<file path="config.mk">
export PLATFORM = sky130hd
export DESIGN_NAME = tccw_queue
export DESIGN_NICKNAME = d
export VERILOG_FILES = /design/src/rtl/text_console_cell_writer_assert.svh /design/src/rtl/tccw_pkg.sv /design/src/rtl/tccw_queue.sv
export SDC_FILE = /design/constraint.sdc
export NUM_CORES = 1
export LEC_CHECK = 0
export BUFFER_PORTS_ARGS = -buffer_cell sky130_fd_sc_hd__buf_2
export CAP_MARGIN = 20
export CORE_MARGIN = 1.5
export CORE_UTILIZATION = 45
export CTS_CLUSTER_SIZE = 25
export DETAILED_ROUTE_END_ITERATION = 7
export PLACE_DENSITY_LB_ADDON = 0.08
export SLEW_MARGIN = 10
export SYNTH_ARGS = -nofsm -noshare
export SYNTH_HDL_FRONTEND = slang
export SYNTH_SLANG_ARGS = --single-unit
export TNS_END_PERCENT = 20
</file>
<file path="constraint.sdc">
create_clock -name i_clk -period 2.8 [get_ports i_clk]
set_input_delay 0.14 -clock i_clk [delete_from_list [all_inputs] [get_ports i_clk]]
set_output_delay 0.14 -clock i_clk [all_outputs]
set_load 0.01 [all_outputs]
</file>
<file path="src/rtl/text_console_cell_writer_assert.svh">
// Assertion macros for the text console cell writer.
// Used by the top level; expands to nothing when SYNTHESIS is defined.
`ifndef TEXT_CONSOLE_CELL_WRITER_ASSERT_SVH
`define TEXT_CONSOLE_CELL_WRITER_ASSERT_SVH
`ifndef SYNTHESIS
`define TCCW_ASSERT_NOW(lbl, ante, cons) \
    lbl: assert property (@(posedge i_clk) disable iff (!i_rst_n) (ante) |-> (cons)) \
        else $error("assertion failed");
`define TCCW_ASSERT_NXT(lbl, ante, cons) \
    lbl: assert property (@(posedge i_clk) disable iff (!i_rst_n) (ante) |=> (cons)) \
        else $error("assertion failed");
`else
`define TCCW_ASSERT_NOW(lbl, ante, cons)
`define TCCW_ASSERT_NXT(lbl, ante, cons)
`endif
`endif

</file>
<file path="src/rtl/tccw_pkg.sv">
// Shared types and constants of the text console cell writer.
// No dependencies; used by every module of the block.
package tccw_pkg;

    localparam int CHAR_W  = 8;
    localparam int IDX_W   = 11;
    localparam int VAL_W   = 16;
    localparam int X_W     = 7;
    localparam int Y_W     = 5;
    localparam int POS_W   = 11;
    localparam int COLOR_W = 4;

    localparam logic [CHAR_W-1:0] CH_BS    = 8'd8;
    localparam logic [CHAR_W-1:0] CH_LF    = 8'd10;
    localparam logic [CHAR_W-1:0] CH_CR    = 8'd13;
    localparam logic [CHAR_W-1:0] CH_SPACE = 8'h20;

    localparam logic OP_WRITE = 1'b0;
    localparam logic OP_READ  = 1'b1;

    localparam logic CFG_FG = 1'b0;
    localparam logic CFG_BG = 1'b1;

    localparam int Q_DEPTH = 2;
    localparam int Q_AW    = 1;
    localparam int Q_CNT_W = 2;

    typedef enum logic [2:0] {
        KIND_PUT  = 3'd0,
        KIND_LF   = 3'd1,
        KIND_CR   = 3'd2,
        KIND_BS   = 3'd3,
        KIND_READ = 3'd4
    } t_kind;

    typedef struct packed {
        t_kind              kind;
        logic [CHAR_W-1:0]  char_code;
        logic [IDX_W-1:0]   read_index;
        logic               last;
    } t_cmd;

endpackage

</file>
<file path="src/rtl/tccw_queue.sv">
// Two-entry command queue between the front and back parts.
// Depends on tccw_pkg for the command type and depth constants.
module tccw_queue (
    input  logic            i_clk,
    input  logic            i_rst_n,
    input  logic            i_push,
    input  tccw_pkg::t_cmd  i_cmd,
    output logic            o_full,
    input  logic            i_pop,
    output logic            o_valid,
    output tccw_pkg::t_cmd  o_cmd
);

    tccw_pkg::t_cmd                    r_slot [tccw_pkg::Q_DEPTH];
    logic [tccw_pkg::Q_AW-1:0]         r_wptr, n_wptr;
    logic [tccw_pkg::Q_AW-1:0]         r_rptr, n_rptr;
    logic [tccw_pkg::Q_CNT_W-1:0]      r_count, n_count;
    logic                              w_do_push, w_do_pop;

    assign o_full    = (r_count == tccw_pkg::Q_CNT_W'(tccw_pkg::Q_DEPTH));
    assign o_valid   = (r_count != '0);
    assign o_cmd     = r_slot[r_rptr];
    assign w_do_push = i_push && !o_full;
    assign w_do_pop  = i_pop && o_valid;

    always_comb begin
        n_wptr  = w_do_push ? r_wptr + 1'b1 : r_wptr;
        n_rptr  = w_do_pop ? r_rptr + 1'b1 : r_rptr;
        n_count = r_count;
        if (w_do_push && !w_do_pop) begin
            n_count = r_count + 1'b1;
        end else if (w_do_pop && !w_do_push) begin
            n_count = r_count - 1'b1;
        end
    end

    always_ff @(posedge i_clk) begin
        if (!i_rst_n) begin
            r_wptr  <= '0;
            r_rptr  <= '0;
            r_count <= '0;
        end else begin
            r_wptr  <= n_wptr;
            r_rptr  <= n_rptr;
            r_count <= n_count;
        end
    end

    always_ff @(posedge i_clk) begin
        if (w_do_push) begin
            r_slot[r_wptr] <= i_cmd;
        end
    end

endmodule

</file>
==> results of run 1 <==
==> metal layers <==
metal / vias up / wire length (um) / GRT usage, %
met5: - / 0 / 0
met4: 0 / 35 / 8.418
met2: 30 / 1766 / 28.43
met1: 476 / 1129 / 14.98
met3: 4 / 195 / 4.500
li1: 484 / - / -
==> cell families after synthesis <==
logic type,after synthesis,synth area share (%)
flops,51,78.51
buf+inv,4,0.9280
mux,23,13.73
xor+xnor,3,1.393
compound gates,5,1.724
simple gates,9,3.051
fa+ha+maj,1,0.6630
==> metrics by stage <==
step / setup WS [ns] / cell area, sq um
after floorplan: 0.8508 / 1887
after global placement: 1.013 / 2223
after global routing: 0.7970 / 2326
after detailed placement: 0.9117 / 2223
after CTS: 0.9053 / 2326
final: 0.9288 / 2326
==> sequential cells by signal, indices dropped and copies added, names as in the netlist, named ones only <==
register / flops
r_rptr: 1
r_wptr: 1
r_slot: 46
r_count: 2
==> critical path: cells and delay by family (launching register included) <==
kind	cells	cell delay (ns)
flops	1	0.42
simple gates	2	0.77
buf+inv	2	0.40
==> cell type report <==
class / count / area (sq um)
flip-flops and latches: 51 / 1481
repair buffers: 54 / 277.8
clock inverters: 1 / 30.03
fillers: 346 / 1703
well taps: 50 / 62.56
clock buffers: 6 / 72.57
inverters: 2 / 7.507
multi-input cells: 41 / 394.1
==> worst max path at each step <==
stage | startpoint | slack (ns) | depth (start not counted) | end
after floorplan | r_count[0] | 0.85 | 3 | r_slot[0][0]
after global placement | r_count[0] | 1.01 | 4 | r_slot[0][21]
after detailed placement | r_count[0] | 0.91 | 4 | r_slot[0][21]
after CTS | r_count[0] | 0.91 | 4 | r_slot[0][12]
after global routing | r_count[0] | 0.80 | 4 | r_slot[0][12]
final | r_count[0] | 0.93 | 4 | r_slot[0][14]
==> cells in the final DEF, fill, tap and decap left out, types with 2 or more instances in the layout <==
cell type | synthesis | final
buf_2 | 2 | 51
edfxtp_1 | 46 | 46
mux2_2 | 23 | 23
dfxtp_1 | 5 | 5
clkbuf_8 | 0 | 5
and2_1 | 3 | 3
buf_4 | 0 | 3
xnor2_1 | 2 | 2
==> where the power goes <==
group          internal (uW)  switching, uW
logic                    279            294
clock network            262            215
registers                960           37.5
==> run summary, run 1 <==
The initial standard-cell utilization of the core is 46.83%. The global placer's final weighted congestion is slightly below 0.7. Among all stages on the critical path, the largest delay is contributed by nor3_4. Clock-pin slew was measured on the worst setup and hold paths at 0.08 ns. The total half-perimeter wirelength after legalization and detailed placement came out at 2.165 mm. The number of cells after detailed placement came out at 198. The number of distinct library cells after synthesis is 21.

The worst slew slack as a fraction of its limit is roughly half. The count of buffers added on input and output ports is 51. The number of nets handed over by synthesis was between 100 and 150. In this run the post-CTS setup repair buffer count came out at 0. The smallest hold slack is 0.02911 ns. In the final layout, the share of cells above drive strength 1 is 55.48%.

The maximum clock path buffer count is 2. The number of global-route vias before repair is 1027. The register-to-register path setup slack came out at roughly 0.93 ns.

The endpoint of the worst register-to-register path is r_slot[0][14]. The worst-margin pin slew came out at between 0.7 and 0.8 ns. The top-area cell type share of the netlist area came out at 73.21%.

The source-to-sink clock delay at the later pin of the worst-skew pair is about 0.29 ns. The level count of the clock H-tree is 2. The commonest register cell after synthesis is edfxtp_1. The number of inserted diodes is 0. For the final routed database, the setup TNS stands at 0 ns. The floorplan has 23 rows. The cell sitting at the root of the clock tree is a clkbuf_8.

For this design the top-level I/O count stands at 52. The worst supply voltage drop on vdd is 0.4797 mV. For the worst setup path, the data required time is between 2 and 3 ns.

The leakage power summed over all cells is ~0.00089 uW. The number of design-rule violations left by the first detailed-router iteration is 56. The leftover overflow at the end of global routing is 0. The final route contains 994 vias.

Compared with the post-synthesis result, the final layout area differs by 23.28%. The total chip power came out at 2047 uW. The utilization of the core after routing came out at 57.73%. The largest stage delay on the critical path is 0.59 ns. The via count normalized by instance count came out at 4.849. The async set-or-reset flop fraction in the synthesized netlist came out at 0%. The overall die height is 67.75 um. The global routing usage summed across all routing layers is between 10% and 20%. The max-cap check violation count came out at 0. The highest attainable clock frequency is approximately 530 MHz.

Counting flops and latches in the post-synthesis netlist gives 51. The TritonCTS clock tree is yes. The cell count after synthesis came out at 96. The pin count of the biggest net entering global routing is 24. The final-report hold violation count came out at 0. The depth of the most critical reg-to-reg path is 4. The worst path arrival time came out at 1.86 ns.

In the post-synthesis netlist, the biggest area contributors are edfxtp_1, mux2_2, dfxtp_1, and2_1, xnor2_1. The max-slew violation total from the final report was 0. The number of DRC violations after detailed routing is 0. The die footprint came out at 4590 sq um. Ranked by instance count, the synthesized netlist is headed by edfxtp_1, mux2_2, dfxtp_1.

The first-pass GRT wire length is around 4.8 mm. Along the worst hold path, the cell count comes to 1. The number of clock sinks came out at 51. The number of standard cells in the final layout excluding fillers is 205.

The end point of the worst hold path is r_slot[1][15]. The hold buffer count at cts came out at 0. Setup repair after global routing left no endpoint under its margin. The initial antenna violation count is 0. The reg-to-reg critical path startpoint is r_count[0]. After the last flow step, the layout net total stands at 183. The final critical-path share of the clock period is 66.83%. The signal on the critical path passes through nand2b_1, inv_2, nor3_4, buf_4.

STA classifies the critical path startpoint as a flop. The total of endpoints with negative setup slack in the final report is 0. The routed wirelength normalized by instance count is 15.25 um. The CTS buffer count came out at 5. The post-cts sizing count came out at 0. The part of the Yosys area used for sequential elements came out at around 79%. For the finished layout, the period the worst path requires is 1.871 ns.

The width of the chip came out at 67.75 um. The final clock skew is 0.009144 ns. The worst setup path is of the flop to flop kind. The run finished with clean final reports.

Summed over all layers, the routed wires come to about 3.1 mm. STA classifies the critical path endpoint as a flop. The startpoint identified for the worst hold timing path is i_cmd[15].

The combined area of all synthesized cells is between 1500 and 2000 sq um. The power per cell area is 880.3 nW/um^2. The synthesized area divided by synthesized cell count is 19.65 sq um. The min-delay analysis places its worst path in the category primary input to flop.

In this run the worst path has a maximum fanout of 15. The number of warnings printed during yosys synthesis came out at 0. The area of the core region came out at 4029 sq um.

The count of nets left with antenna violations once routing finished came out at 0. The number of enable-type register cells in the synthesized netlist came out at 46. edfxtp_1 takes more of the synthesized area than any other cell. The first detailed-routing pass ran for 2 iterations. Yosys instantiated no cell more often than edfxtp_1.
No activity file was read; power rests on OpenSTA's default activity.
==> run 2: changes to the inputs <==
--- a/config.mk
+++ b/config.mk
@@ -5,6 +5,7 @@
 export SDC_FILE = /design/constraint.sdc
 export NUM_CORES = 1
 export LEC_CHECK = 0
+export ABC_AREA = 1
 export BUFFER_PORTS_ARGS = -buffer_cell sky130_fd_sc_hd__buf_2
 export CAP_MARGIN = 20
 export CORE_MARGIN = 1.5
==> constraint.sdc (replaced) <==
create_clock -name i_clk -period 1.5 [get_ports i_clk]
set_input_delay 0.075 -clock i_clk [delete_from_list [all_inputs] [get_ports i_clk]]
set_output_delay 0.075 -clock i_clk [all_outputs]
set_load 0.01 [all_outputs]
==> run summary, run 2 <==
The flow ran to the end, and the final reports show no timing, DRC or antenna violations. The post-route cell area came out at 2634 sq um. The maximum fanout count along the critical path came out at 7. In this run, synthesis produced a sequential element count of 51. Summed over all instances, the cell type with the most area after synthesis is edfxtp_1. The count of buffers inserted at the top-level ports came out at 51. The worst path required time is 1.42 ns. The global placer's final weighted congestion is around 0.70. The worst slew slack as a fraction of its limit came out at 85.42%. The async set-or-reset flop fraction in the synthesized netlist is 0%.

By area the synthesized netlist is led by edfxtp_1, mux2_2, dfxtp_1, nor2_1, inv_1. For the worst-skew pair, the clock arrives at the later sink with an insertion delay of 0.30 ns. After legalization and detailed placement, the total HPWL measured ~2.2 mm. Of the available clock period, the critical path in the final layout requires a little over nine tenths. The maximum clock path buffer count came out at 2.

The max-cap check violation count came out at 0. The most common cell in the synthesized netlist is edfxtp_1. The CTS buffer count came out at 5. The post-place instance area came out at 2265 sq um.

The level count of the clock H-tree is 2. The routed via count is 1150. The TritonCTS clock tree is yes. The register clock-pin slew on the reported worst setup and hold paths came out at 0.08 ns.

The overall die height is 68.18 um. The number of design-rule violations left by the first detailed-router iteration came out at 40. In the layout the commonest cells are buf_2, edfxtp_1, dlygate4sd3_1. After filler insertion, the fill cell instance count of the layout stands at 308. The combined area of all synthesized cells came out at 1912 sq um. The register with the most flip-flops in the layout has 46 of them. STA classifies the critical path startpoint as a flop.

The total of endpoints with negative setup slack in the final report came out at 0. The net count after synthesis is 136. The routed wirelength normalized by instance count came out at 13.25 um. The number of inserted diodes is 0. The highest attainable clock frequency is 710.5 MHz. Dividing the detail-routed via count by the number of cells gives 4.675.

After detailed routing, the total wire length is 3.259 mm. The commonest non-fill, non-tap cell in the layout is buf_2. The synthesis-to-finish area growth is 37.76%.

The number of warnings printed during yosys synthesis is 0. VDD sags by at most 0.9728 mV. The leakage power summed over all cells is 0.001040 uW. The number of top-level design ports came out at 52. On the final layout, the worst clock skew is 0.008209 ns. The class of the most critical setup path is flop to primary output. The die covers 4649 sq um. For this run, design rule violations remaining after detail routing come to 0. For this design, the sink count on the clock tree is 51.

Across all setup checks in the final design, the least slack found is 0.09259 ns. The final-report hold violation count came out at 0. In this run the power density over the cells is 1482 nW/um^2. The largest registers in the layout are r_slot (46), r_count (2). The pin count of the biggest net entering global routing came out at 16. The share of the Yosys chip area taken by registers is 77.49%. The first global-routing pass estimated 4.864 mm of wire.

The endpoint type of the worst setup path is a primary output. The post-place setup slack came out at -0.02280 ns. By count the netlist is led by edfxtp_1, mux2_2, nor2_1. The area of the core region came out at 4029 sq um. The number of global-route vias before repair is 1075.

The commonest register cell after synthesis is edfxtp_1. After global routing the overflow that remains totals 0. The number of rows in the core area came out at 23. Data arrives at the worst endpoint at approximately 1.3 ns.

The number of distinct library cells after synthesis is 16. The most flop-heavy register is r_slot. Averaged over all synthesized cells, the footprint is 17.70 sq um. The initial standard-cell utilization of the core is a little under half. The worst-margin pin slew came out at 0.2187 ns. The utilization of the core after routing came out at 65.37%. The cell count after synthesis is 108. The post-route minimum period is 1.407 ns. The number of optimization iterations in the first detailed-route pass is 4. The fraction of final layout cells with drive strength greater than 1 is 48.98%.

The number of enable-type register cells in the synthesized netlist came out at 46. The max-slew violation total from the final report is 0. The global routing usage summed across all routing layers is 15.02%. In this run the worst hold path is classified as primary input to flop. The number of routed nets with antenna violations is 0. The share of synthesized area in the top cell type comes to 72.25%. The root cell of the clock tree is clkbuf_8. In this run the horizontal extent of the chip is 68.18 um. The number of nets in the final layout came out at 223. The initial antenna violation count came to 0.
==> run 2: cell count changes after synthesis, sizes merged, moves of 2 or more <==
cell    before  now
nor2         1    9
nand2        0    7
inv          2    8
and2         3    0
a21boi       2    0
xnor2        2    0
==> run 2: worst paths after layout <==
check,start,endpoint,slack [ns],depth (start not counted)
worst max-delay path,flop,o_cmd[13],0.09,3
worst min-delay path,i_rst_n,r_count[1],0.06,3
worst max register to register,r_count[1],r_count[1],0.10,9
worst min register to register,r_rptr,r_rptr,0.51,2
==> run 2: cells by family after synthesis <==
kind of cell / synth area share, %
buffers and inverters: 2.749
flip-flops: 77.49
AND/OR/NAND/NOR: 3.730
multiplexers: 13.74
adder cells (fa/ha/maj): 0.6543
AO/OA/AOI/OAI: 1.636
==> run 2: timing repair <==
action / 4_1_cts / 5_1_grt
gates cloned: 0 / 0
hold buffers: 23 / 0
resized for setup: 2 / 5
buffers inserted: 0 / 1
pin swaps: 0 / 1
setup endpoints to repair: 22 / 3
hold endpoints to repair: 46 / 0
==> run 2: layer usage <==
layer  up-vias  GRT usage, %  share of wire [%]
met4         0         6.000               0.77
li1        570             -                  -
met3         2         5.592                5.6
met5         -             0                  0
met2        30         25.12                 52
met1       548         17.50                 42
==> run 2: area by class of cell <==
type                       count  area (sq um)  area share (%)
clock buffer                   7         76.32           2.898
clock inverter                 1         30.03           1.140
inverter                       8         30.03           1.140
multi-input combinational     47         402.9           15.30
sequential                    51          1486           56.44
tap                           50         62.56           2.375
timing repair buffer          82         545.5           20.71
==> run 2: through the flow <==
stage	cells	hold WS [ns]	power, uW	TNS (ns)
2_1_floorplan	108	0.1739	2555	-0.6206
3_3_place_gp	214	0.2628	2897	0
3_5_place_dp	214	0.2664	2942	-0.02704
4_1_cts	245	0.04540	3893	-0.02887
5_1_grt	246	0.06127	4120	-0.02345
6_report	246	0.05595	3903	0
==> run 2: worst max-delay path: stages (launching register included) <==
cell and delay [ns]:
dfxtp_4 0.39, buf_4 0.17, mux2_2 0.34, buf_2 0.14
==> run 2: where the power goes <==
group | internal, uW | switching (uW)
combinational | 547 | 564
clock | 499 | 397
sequential | 1800 | 90.6
total | 2850 | 1050
==> run 3: changes to the inputs <==
--- a/config.mk
+++ b/config.mk
@@ -6,12 +6,12 @@
 export NUM_CORES = 1
 export LEC_CHECK = 0
 export ABC_AREA = 1
-export BUFFER_PORTS_ARGS = -buffer_cell sky130_fd_sc_hd__buf_2
-export CAP_MARGIN = 20
+export CAP_MARGIN = 5
 export CORE_MARGIN = 1.5
 export CORE_UTILIZATION = 45
 export CTS_CLUSTER_SIZE = 25
 export DETAILED_ROUTE_END_ITERATION = 7
+export DONT_BUFFER_PORTS = 1
 export PLACE_DENSITY_LB_ADDON = 0.08
 export SLEW_MARGIN = 10
 export SYNTH_ARGS = -nofsm -noshare
==> run summary, run 3 (synthesis gave the netlist of run 2 again) <==
The number of rows in the core area came out at 23. The width of the chip is 68.18 um. In this run, the number of DRC markers left after iteration 0 of detailed routing was 71. The global placer's final weighted congestion is 0.6128.

Relative to the synthesized area, the layout overhead comes to 23.04%. The sequential share of power is 53.5%. The power per cell area is 1490 nW/um^2. The top cell types in the final layout, fill and taps aside, are edfxtp_1, dlygate4sd3_1, mux2_2. The number of flip-flops in the largest register came out at 46. The level count of the clock H-tree came out at 2. The clock reaches the later pin of the worst-skew pair after slightly below 0.3 ns. TritonCTS created 5 clock buffers. The routed via count came out at 983. Setup repair after global routing left no endpoint under its margin. The most flop-heavy register is r_slot. In this run the cell area measured after placement is 2002 sq um. TritonCTS built the clock tree. The filler cells instantiated in the layout total 327.

The largest registers in the layout are r_slot (46), r_count (2). Final hold analysis gives a worst-case slack of 0.07694 ns. The highest attainable clock frequency is between 700 and 800 MHz. For this configuration, the core starts out at a cell density of 47.45%. In this run the power spent charging and discharging nets is between 900 and 1000 uW.

Overall power consumption after layout is estimated at approximately 3500 uW. The maximum clock path buffer count came out at 2. For the worst setup path, the data required time is approximately 1.5 ns.

The portion of total power attributed to the clock network came out at 20.3%. The initial antenna violation count is 0. The total of endpoints with negative setup slack in the final report came out at 0. The max-cap check violation count came out at 0. The number of global-route vias before repair came out at 994. For the pin with the worst max-slew slack, the measured transition is 0.2202 ns.

The final-report hold violation count is 0. The number of clock sinks is 51. The endpoint type of the worst setup path is a flop. The leftover overflow at the end of global routing came out at 0.

The number of optimization iterations in the first detailed-route pass came out at 4. The die footprint is 4649 sq um. The count of buffers inserted at the top-level ports is 0. The leakage power summed over all cells is 0.0008279 uW. The tree is rooted in a clkbuf_8. Entering global routing, the biggest net connects 17 pins. The internal power of the cells totals 2513 uW.

The worst slew slack as a fraction of its limit is 85.32%. The area of the core region came out at 4029 sq um. Clock-pin slew was measured on the worst setup and hold paths at 0.08 ns. The first global-routing pass estimated 4.554 mm of wire. The maximum fanout count along the critical path came out at 12. The post-route minimum period is approximately 1.4 ns. The worst path arrival time is 1.41 ns. The combinational share of power came out at 26.2%. The final clock skew came out at 0.003608 ns. The final critical-path share of the clock period is 94.41%. The run finished with clean final reports. The post-route netlist has 29.45% of its cells at a drive strength greater than 1. The number of inserted diodes came out at 0. STA classifies the critical path startpoint as a flop. Once layout is complete, the utilization of the core stands at 58.39%. The number of DRC violations after detailed routing is 0.

The share of total power consumed by net switching came out at 28.32%. The final routed wirelength across all metal layers is 3.040 mm. The number of top-level design ports came out at 52. The overall die height is around 70 um. Leaving out fill and tap cells, the most frequent cell in the layout is edfxtp_1. The global routing usage summed across all routing layers is about 14%. The number of routed nets with antenna violations came out at 0. Detailed placement finished with a half-perimeter wire length of 1.993 mm.

The via count normalized by instance count is 5.015. Summing all non-filler instances in the final layout gives an area of 2352 sq um. The path class of the lowest-slack min-delay path is primary input to flop. Dividing the detail-routed wire length by the instance count gives 15.51 um. IR analysis of the VDD net gives a maximum drop of 0.9761 mV. The worst setup path is of the flop to flop kind.

The number of nets in the final layout came out at 173. The max-slew violation total from the final report came out at 0.
==> run 3: critical path, stage by stage (launching register included) <==
cell and delay [ns]:
dfxtp_2 0.33, inv_1 0.12, o21ai_2 0.08, buf_4 0.13, buf_4 0.13, nor2_2 0.10, buf_4 0.23
==> run 3: layout make-up <==
class                      count  area (sq um)  area share (%)
clock buffer                   6         72.57           3.085
clock inverter                 2         7.507          0.3191
inverter                       8         30.03           1.277
multi-input combinational     47         395.4           16.81
sequential                    51          1484           63.08
tap                           50         62.56           2.660
timing repair buffer          32         300.3           12.77
==> run 3: path summary, 6_finish.rpt <==
path | start | to | slack, ns | depth (start not counted)
worst max-delay path | r_count[1] | r_slot[1][15] | 0.08 | 6
worst min-delay path | i_push | r_wptr | 0.08 | 4
worst max register to register | r_count[1] | r_slot[1][15] | 0.08 | 6
worst min register to register | r_rptr | flop | 0.51 | 2
==> run 3: power by group through the flow <==
stage	combinational (uW)	clock, uW	sequential (uW)
floorplan	660	0	1900
global placement	805	0	1890
detailed placement	823	0	1900
CTS	897	742	1870
global route	999	792	1900
finish	918	713	1880
==> run 3: per-layer routing <==
layer  up-vias  GRT usage, %  share of wire (%)
li1        468             -                  -
met1       477         16.24                 41
met2        34         24.27                 52
met3         4         5.099                6.3
met4         0         6.000                1.2
met5         -             0                  0
==> run 3: what timing repair did <==
item                       in CTS  in global routing
resized for setup               0                  3
hold endpoints to repair       51                  0
setup endpoints to repair       1                  2
hold buffers                   24                  0
buffers inserted                1                  1
pin swaps                       1                  1
==> run 3: metrics by stage <==
step                      worst slack (ns)  std cells  TNS (ns)
after floorplan                   -0.01349        108   -0.6206
after global placement              0.1350        162         0
after detailed placement           0.01684        162         0
after CTS                          0.07060        195         0
after global routing             0.0001867        196         0
final                              0.08385        196         0
